===== src/hdl/plc_pkg.sv =====
// Shared types and constants for the password lock controller.
// No dependencies.
package plc_pkg;

    localparam int CFG_INDEX_W = 3;
    localparam int CFG_DATA_W  = 11;
    localparam int ADDR_W      = 11;
    localparam int S_TDATA_W   = 8;
    localparam int M_TDATA_W   = 40;

    localparam logic [CFG_INDEX_W-1:0] REG_OPEN_TICKS  = 3'd0;
    localparam logic [CFG_INDEX_W-1:0] REG_HOLD_TICKS  = 3'd1;
    localparam logic [CFG_INDEX_W-1:0] REG_CLOSE_TICKS = 3'd2;
    localparam logic [CFG_INDEX_W-1:0] REG_ALARM_TICKS = 3'd3;
    localparam logic [CFG_INDEX_W-1:0] REG_STORE_BASE  = 3'd4;

    localparam logic [7:0] CMD_SET_A    = 8'h2D;
    localparam logic [7:0] CMD_SET_B    = 8'h02;
    localparam logic [7:0] CMD_VERIFY   = 8'h03;
    localparam logic [7:0] CMD_OPEN     = 8'h2B;
    localparam logic [7:0] CMD_ALARM    = 8'h20;
    localparam logic [7:0] REPLY_MATCH  = 8'hF1;
    localparam logic [7:0] REPLY_DIFFER = 8'hFF;

    localparam logic [1:0] MOTOR_STOP = 2'd0;
    localparam logic [1:0] MOTOR_CW   = 2'd1;
    localparam logic [1:0] MOTOR_CCW  = 2'd2;

    localparam logic [7:0]        OPEN_TICKS_RST  = 8'd15;
    localparam logic [7:0]        HOLD_TICKS_RST  = 8'd3;
    localparam logic [7:0]        CLOSE_TICKS_RST = 8'd15;
    localparam logic [7:0]        ALARM_TICKS_RST = 8'd60;
    localparam logic [ADDR_W-1:0] STORE_BASE_RST  = 11'h050;

    typedef enum logic {
        KIND_BYTE = 1'b0,
        KIND_TICK = 1'b1
    } kind_t;

    typedef struct packed {
        logic [7:0]        open_ticks;
        logic [7:0]        hold_ticks;
        logic [7:0]        close_ticks;
        logic [7:0]        alarm_ticks;
        logic [ADDR_W-1:0] store_base;
    } cfg_t;

    typedef struct packed {
        logic              reply_valid;
        logic [7:0]        reply_byte;
        logic [1:0]        motor_dir;
        logic              alarm_on;
        logic              mem_write;
        logic [ADDR_W-1:0] mem_address;
        logic [7:0]        mem_data;
        logic              dropped;
    } result_t;

endpackage


===== src/hdl/password_lock_controller.sv =====
// Password lock controller top level: input register, sequencer, result register.
// Item path: input register, then result register; one item per cycle unless m_tready is low.
// The single-pass sequencer between the two registers sets the rate.
// Reset: synchronous active-low aresetn; password store clears to zeros, config
// registers return to defaults. Depends on plc_pkg, plc_cfg_regs, plc_ctrl.
module password_lock_controller
    import plc_pkg::*;
#(
    parameter int PASSWORD_LENGTH = 5
) (
    input  logic                   aclk,
    input  logic                   aresetn,
    input  logic                   s_tvalid,
    output logic                   s_tready,
    input  logic [S_TDATA_W-1:0]   s_tdata,   // [7:0] byte_value
    input  logic                   s_tuser,   // [0] kind
    output logic                   m_tvalid,
    input  logic                   m_tready,
    // [0] reply_valid, [8:1] reply_byte, [10:9] motor_dir, [11] alarm_on,
    // [12] mem_write, [23:13] mem_address, [31:24] mem_data, [32] dropped
    output logic [M_TDATA_W-1:0]   m_tdata,
    input  logic                   cfg_we,
    input  logic [CFG_INDEX_W-1:0] cfg_index,
    input  logic [CFG_DATA_W-1:0]  cfg_data
);

    cfg_t       cfg;
    result_t    result;
    result_t    out_reg;
    logic       in_valid_reg;
    kind_t      in_kind_reg;
    logic [7:0] in_byte_reg;
    logic       out_valid_reg;
    logic       advance;

    assign advance  = in_valid_reg && (!out_valid_reg || m_tready);
    assign s_tready = !in_valid_reg || advance;

    always_ff @(posedge aclk) begin
        if (!aresetn) begin
            in_valid_reg  <= 1'b0;
            out_valid_reg <= 1'b0;
        end else begin
            if (s_tready) begin
                in_valid_reg <= s_tvalid;
            end
            if (advance) begin
                out_valid_reg <= 1'b1;
            end else if (m_tready) begin
                out_valid_reg <= 1'b0;
            end
        end
    end

    always_ff @(posedge aclk) begin
        if (s_tvalid && s_tready) begin
            in_kind_reg <= kind_t'(s_tuser);
            in_byte_reg <= s_tdata;
        end
        if (advance) begin
            out_reg <= result;
        end
    end

    plc_cfg_regs u_cfg_regs (
        .aclk      (aclk),
        .aresetn   (aresetn),
        .cfg_we    (cfg_we),
        .cfg_index (cfg_index),
        .cfg_data  (cfg_data),
        .cfg       (cfg)
    );

    plc_ctrl #(
        .PASSWORD_LENGTH (PASSWORD_LENGTH)
    ) u_ctrl (
        .aclk       (aclk),
        .aresetn    (aresetn),
        .item_en    (advance),
        .kind       (in_kind_reg),
        .byte_value (in_byte_reg),
        .cfg        (cfg),
        .result     (result)
    );

    assign m_tvalid = out_valid_reg;
    assign m_tdata  = {7'd0, out_reg.dropped, out_reg.mem_data, out_reg.mem_address,
                       out_reg.mem_write, out_reg.alarm_on, out_reg.motor_dir,
                       out_reg.reply_byte, out_reg.reply_valid};

endmodule


===== src/hdl/plc_cfg_regs.sv =====
// Configuration register bank: tick durations and password store base.
// Depends on plc_pkg.
module plc_cfg_regs
    import plc_pkg::*;
(
    input  logic                   aclk,
    input  logic                   aresetn,
    input  logic                   cfg_we,
    input  logic [CFG_INDEX_W-1:0] cfg_index,
    input  logic [CFG_DATA_W-1:0]  cfg_data,
    output cfg_t                   cfg
);

    cfg_t cfg_reg;

    always_ff @(posedge aclk) begin
        if (!aresetn) begin
            cfg_reg.open_ticks  <= OPEN_TICKS_RST;
            cfg_reg.hold_ticks  <= HOLD_TICKS_RST;
            cfg_reg.close_ticks <= CLOSE_TICKS_RST;
            cfg_reg.alarm_ticks <= ALARM_TICKS_RST;
            cfg_reg.store_base  <= STORE_BASE_RST;
        end else if (cfg_we) begin
            unique case (cfg_index)
                REG_OPEN_TICKS:  cfg_reg.open_ticks  <= cfg_data[7:0];
                REG_HOLD_TICKS:  cfg_reg.hold_ticks  <= cfg_data[7:0];
                REG_CLOSE_TICKS: cfg_reg.close_ticks <= cfg_data[7:0];
                REG_ALARM_TICKS: cfg_reg.alarm_ticks <= cfg_data[7:0];
                REG_STORE_BASE:  cfg_reg.store_base  <= cfg_data[ADDR_W-1:0];
                default: ;
            endcase
        end
    end

    assign cfg = cfg_reg;

endmodule


===== src/hdl/plc_ctrl.sv =====
// Command sequencer: password entry and compare, motor and buzzer timing.
// Computes one result per item in a single pass. Depends on plc_pkg.
module plc_ctrl
    import plc_pkg::*;
#(
    parameter int PASSWORD_LENGTH = 5
) (
    input  logic       aclk,
    input  logic       aresetn,
    input  logic       item_en,
    input  kind_t      kind,
    input  logic [7:0] byte_value,
    input  cfg_t       cfg,
    output result_t    result
);

    localparam int IDX_W = (PASSWORD_LENGTH > 1) ? $clog2(PASSWORD_LENGTH) : 1;
    localparam logic [IDX_W-1:0] LAST_IDX = IDX_W'(PASSWORD_LENGTH - 1);

    typedef enum logic [2:0] {
        MODE_IDLE,
        MODE_FIRST,
        MODE_SECOND,
        MODE_VERIFY,
        MODE_OPEN,
        MODE_HOLD,
        MODE_CLOSE,
        MODE_ALARM
    } mode_t;

    mode_t            mode_reg, mode_next;
    logic [IDX_W-1:0] idx_reg, idx_next;
    logic             mismatch_reg, mismatch_next;
    logic [7:0]       tick_reg, tick_next;
    logic [7:0]       first_entry [PASSWORD_LENGTH];
    logic [7:0]       stored_pw_reg [PASSWORD_LENGTH];

    logic             last_byte;
    logic             first_we;
    logic             commit_pw;
    logic [7:0]       limit;
    logic             timing;
    logic [7:0]       tick_inc;
    logic             miss_first;
    logic             miss_stored;

    assign last_byte   = (idx_reg == LAST_IDX);
    assign tick_inc    = tick_reg + 8'd1;
    assign miss_first  = (first_entry[idx_reg] != byte_value);
    assign miss_stored = (stored_pw_reg[idx_reg] != byte_value);

    always_comb begin
        unique case (mode_reg)
            MODE_OPEN:  limit = cfg.open_ticks;
            MODE_HOLD:  limit = cfg.hold_ticks;
            MODE_CLOSE: limit = cfg.close_ticks;
            MODE_ALARM: limit = cfg.alarm_ticks;
            default:    limit = 8'd0;
        endcase
        timing = (mode_reg == MODE_OPEN) || (mode_reg == MODE_HOLD) ||
                 (mode_reg == MODE_CLOSE) || (mode_reg == MODE_ALARM);
    end

    always_comb begin
        mode_next     = mode_reg;
        idx_next      = idx_reg;
        mismatch_next = mismatch_reg;
        tick_next     = tick_reg;
        first_we      = 1'b0;
        commit_pw     = 1'b0;
        result        = '0;

        if (kind == KIND_BYTE) begin
            unique case (mode_reg)
                MODE_IDLE: begin
                    priority if (byte_value == CMD_SET_A || byte_value == CMD_SET_B) begin
                        mode_next     = MODE_FIRST;
                        idx_next      = '0;
                        mismatch_next = 1'b0;
                    end else if (byte_value == CMD_VERIFY) begin
                        mode_next     = MODE_VERIFY;
                        idx_next      = '0;
                        mismatch_next = 1'b0;
                    end else if (byte_value == CMD_OPEN) begin
                        mode_next = MODE_OPEN;
                        tick_next = 8'd0;
                    end else if (byte_value == CMD_ALARM) begin
                        mode_next = MODE_ALARM;
                        tick_next = 8'd0;
                    end else begin
                    end
                end
                MODE_FIRST: begin
                    first_we           = 1'b1;
                    result.mem_write   = 1'b1;
                    result.mem_address = cfg.store_base + ADDR_W'(idx_reg);
                    result.mem_data    = byte_value;
                    if (last_byte) begin
                        mode_next = MODE_SECOND;
                        idx_next  = '0;
                    end else begin
                        idx_next = idx_reg + IDX_W'(1);
                    end
                end
                MODE_SECOND: begin
                    result.mem_write   = 1'b1;
                    result.mem_address = cfg.store_base + ADDR_W'(idx_reg);
                    result.mem_data    = byte_value;
                    mismatch_next      = mismatch_reg | miss_first;
                    if (last_byte) begin
                        result.reply_valid = 1'b1;
                        result.reply_byte  = mismatch_next ? REPLY_DIFFER : REPLY_MATCH;
                        commit_pw          = !mismatch_next;
                        mode_next          = MODE_IDLE;
                        idx_next           = '0;
                    end else begin
                        idx_next = idx_reg + IDX_W'(1);
                    end
                end
                MODE_VERIFY: begin
                    mismatch_next = mismatch_reg | miss_stored;
                    if (last_byte) begin
                        result.reply_valid = 1'b1;
                        result.reply_byte  = mismatch_next ? REPLY_DIFFER : REPLY_MATCH;
                        mode_next          = MODE_IDLE;
                        idx_next           = '0;
                    end else begin
                        idx_next = idx_reg + IDX_W'(1);
                    end
                end
                default: result.dropped = 1'b1;
            endcase
        end else if (timing) begin
            tick_next = tick_inc;
            if (tick_inc == limit) begin
                tick_next = 8'd0;
                priority if (mode_reg == MODE_OPEN) begin
                    mode_next = MODE_HOLD;
                end else if (mode_reg == MODE_HOLD) begin
                    mode_next = MODE_CLOSE;
                end else begin
                    mode_next = MODE_IDLE;
                end
            end
        end

        result.motor_dir = (mode_next == MODE_OPEN)  ? MOTOR_CW :
                           (mode_next == MODE_CLOSE) ? MOTOR_CCW : MOTOR_STOP;
        result.alarm_on  = (mode_next == MODE_ALARM);
    end

    always_ff @(posedge aclk) begin
        if (!aresetn) begin
            mode_reg     <= MODE_IDLE;
            idx_reg      <= '0;
            mismatch_reg <= 1'b0;
            tick_reg     <= 8'd0;
            for (int i = 0; i < PASSWORD_LENGTH; i++) begin
                stored_pw_reg[i] <= 8'd0;
            end
        end else if (item_en) begin
            mode_reg     <= mode_next;
            idx_reg      <= idx_next;
            mismatch_reg <= mismatch_next;
            tick_reg     <= tick_next;
            if (commit_pw) begin
                for (int i = 0; i < PASSWORD_LENGTH; i++) begin
                    stored_pw_reg[i] <= first_entry[i];
                end
            end
        end
    end

    always_ff @(posedge aclk) begin
        if (item_en && first_we) begin
            first_entry[idx_reg] <= byte_value;
        end
    end

endmodule


===== config.mk =====
export PLATFORM = sky130hd
export DESIGN_NAME = password_lock_controller
export DESIGN_NICKNAME = d
export VERILOG_FILES = /design/src/hdl/plc_pkg.sv /design/src/hdl/password_lock_controller.sv /design/src/hdl/plc_cfg_regs.sv /design/src/hdl/plc_ctrl.sv
export SDC_FILE = /design/constraint.sdc
export NUM_CORES = 1
export LEC_CHECK = 0
export ABC_AREA = 1
export BUFFER_PORTS_ARGS = -buffer_cell sky130_fd_sc_hd__clkbuf_2
export CAP_MARGIN = 0
export CORE_UTILIZATION = 45
export CTS_BUF_LIST = sky130_fd_sc_hd__clkbuf_8
export DETAILED_ROUTE_END_ITERATION = 10
export GPL_ROUTABILITY_DRIVEN = 0
export PLACE_DENSITY = 0.72
export SKIP_CTS_REPAIR_TIMING = 1
export SLEW_MARGIN = 20
export SYNTH_ARGS = -nofsm -noshare
export SYNTH_HDL_FRONTEND = slang
export SYNTH_SLANG_ARGS = --single-unit

===== constraint.sdc =====
create_clock -name aclk -period 5.1 [get_ports aclk]
set_input_delay 0.765 -clock aclk [delete_from_list [all_inputs] [get_ports aclk]]
set_output_delay 0.765 -clock aclk [all_outputs]
set_load 0.005 [all_outputs]

==> impl_results.md <==
* Status: finished, final reports clean
* Startpoint class of the critical path: register
* Chip width at 148 µm
* DRT Pass-1 Iters at 7
* Remaining global-route overflow at 0
* Worst skew pair latency at around 0.53 ns
* Initial drt markers at 558
* Fin nets at 1189
* Post-route setup TNS at 0 ns
* Area occupied by multi-input gates at 0.00338 mm²
* Clk buf depth at 3
* Slew Viols, Final at 0
* Post-DRT Antenna Nets at 0
* PwrDens at around 320 mW/mm²
* Total CTS buffers at 35
* DRC violation count after routing at 0
* First-pass GRT wire length at 34900 µm
* Req. time, crit path at 5.49 ns
* Number of max-cap violations at 0
* Ant diodes at 0
* Tot Pwr at ~3.4 mW
* Synth-to-layout area growth at 11.1%
* Hold Vio Cnt, Final at 0
* Seq. cell area at 0.00544 mm²
* Relative max-transition margin at 0.280
* Largest net degree at the start of global routing at 49
* Core ar. at just over 0.02 mm²
* Row count at 52
* Largest register FFs at 64
* CTS root buffer: clkbuf_8
* Wirelength per Cell at 15.2 µm
* Max Clk Rate at about 310 MHz
* Leak pwr at 4.51 nW
* CTS tree: done
* CTS clk-pin slew, worst paths at around 0.060 ns
* Share of layout cells above drive strength 1 at 0.152
* Worst-Margin Slew at about 1.1 ns
* Clock Skews at 0.0364 ns
* Clock sinks at about 200
* Sequential share of the synthesized area at 0.570
* HPWL after detailed placement at 14800 µm
* Layout fillers at around 1900
* Die Y at around 150 µm
* #FFs+latches synth at 202
* Vias in the first global route at 6641
* Post-Syn Area at about 0.0095 mm²
* Cell count after synthesis at 1092
* Kind of critical path: reg -> reg
* Setup violations, final at 0
* WP data arrival at 3.57 ns
* Min Tclk post-route at roughly 3.2 ns
* Port buffer count at 62
* Total Routing Usage GR at 0.204
* RSZ-0062 raised after global routing: no
* Critical path endpoint category: register
* Syn Area/Cell at slightly below 9 µm²
* Worst Path Max Fanout at 25
* Full die area at 0.0218 mm²
* Initial antenna violation count at 0
* Initial core utilization at 0.465
* Via count at between 7000 and 8000
* Drt total wl at 21900 µm
* Final core utilization at 0.517
* Via-per-instance ratio at 5.17
* Crit share post-route at 0.623
* Commonest non-fill, non-tap cell in the layout: nand2_1
* H-tree levels at 2
* Worst hold path type: in -> reg
* I/O pin total at 70
* Synth unique cells at 35
* Most frequent cells in the layout: 239 x nand2_1, 151 x nor2_1, 139 x edfxtp_1
* Synth warn at 0
* Worst supply voltage drop on vdd at 0.000167 V
## report_power, final
group | internal [mW] | leakage, nW | switching [mW]
registers | 1.79 | 1.84 | 0.0403
clock network | 0.715 | 0.352 | 0.645
logic | 0.0670 | 2.32 | 0.151
## synth_stat cells, drive strengths merged
| master | count | area (µm²) |
|---|---|---|
| a211oi | 2 | 15.0 |
| a21oi | 47 | 239 |
| buf | 36 | 254 |
| clkbuf | 14 | 52.6 |
| clkinv | 2 | 7.51 |
| conb | 1 | 3.75 |
| dfxtp | 63 | 1260 |
| edfxtp | 139 | 4170 |
| fa | 1 | 20.0 |
| ha | 6 | 75.1 |
| inv | 115 | 432 |
| nand2 | 240 | 903 |
| nand3 | 74 | 375 |
| nand3b | 3 | 22.5 |
| nand4 | 18 | 113 |
| nor2 | 196 | 848 |
| nor3 | 13 | 65.1 |
| nor3b | 1 | 7.51 |
| nor4 | 1 | 12.5 |
| o211ai | 13 | 97.6 |
| o21a | 2 | 15.0 |
| o21ai | 97 | 485 |
| o21bai | 1 | 7.51 |
| o22ai | 1 | 6.26 |
| or2 | 5 | 31.3 |
| xor2 | 1 | 8.76 |
## final timing paths
check | startpoint | depth (start not counted) | slack, ns | endpoint
setup reg to reg | register | 13 | 1.92 | u_ctrl.stored_pw_reg[2][4]
hold / removal | s_tdata[4] | 1 | 0.41 | in_byte_reg[4]
hold reg to reg | u_cfg_regs.cfg[21] | 2 | 0.46 | u_cfg_regs.cfg[21]
setup / recovery | register | 13 | 1.92 | u_ctrl.stored_pw_reg[2][4]
## critical path, cell delays in order, from the launching register on
cell,delay [ns]
dfxtp_1,0.31
buf_4,0.29
inv_2,0.27
a21oi_1,0.19
o21ai_0,0.11
nand3_1,0.15
o21a_1,0.17
nor2_1,0.05
nor2_1,0.13
nand3_1,0.17
inv_2,0.10
nand3_2,0.46
buf_4,0.48
nor2_2,0.12
## cell families after synthesis
logic type      Yosys count  synth area share
flops                   202             0.570
simple gates            551             0.250
fa+ha+maj                 7           0.00997
other cells               1          0.000393
buf+inv                 167            0.0782
xor+xnor                  1          0.000919
compound gates          163            0.0908
## metrics by stage
step / setup slack (ns) / cells / hold slack (ns) / instance area, µm²
after CTS: 1.98 / 1445 / 0.392 / 10600
after global placement: 2.06 / 1387 / 0.438 / 9950
final: 1.92 / 1445 / 0.411 / 10600
after floorplan: 2.37 / 1098 / 0.429 / 9560
after detailed placement: 2.00 / 1387 / 0.443 / 9950
after global routing: 1.69 / 1445 / 0.404 / 10600
## layer usage
metal  routed length (µm)  track usage  vias to the layer above
li1                     -            -                     3732
met1                 9750        0.281                     3393
met2                 9890        0.319                      314
met3                 1850       0.0429                       36
met4                  441       0.0737                        0
met5                    0            0                        -
## final cells by class
class                   instances  area share
repair buffers                 69      0.0342
multi-input cells             729       0.319
clock buffers                  40      0.0520
well taps                     270      0.0319
inverters                     117      0.0414
clock inverters                18     0.00803
flip-flops and latches        202       0.513
No activity file was read; power rests on OpenSTA's default activity.
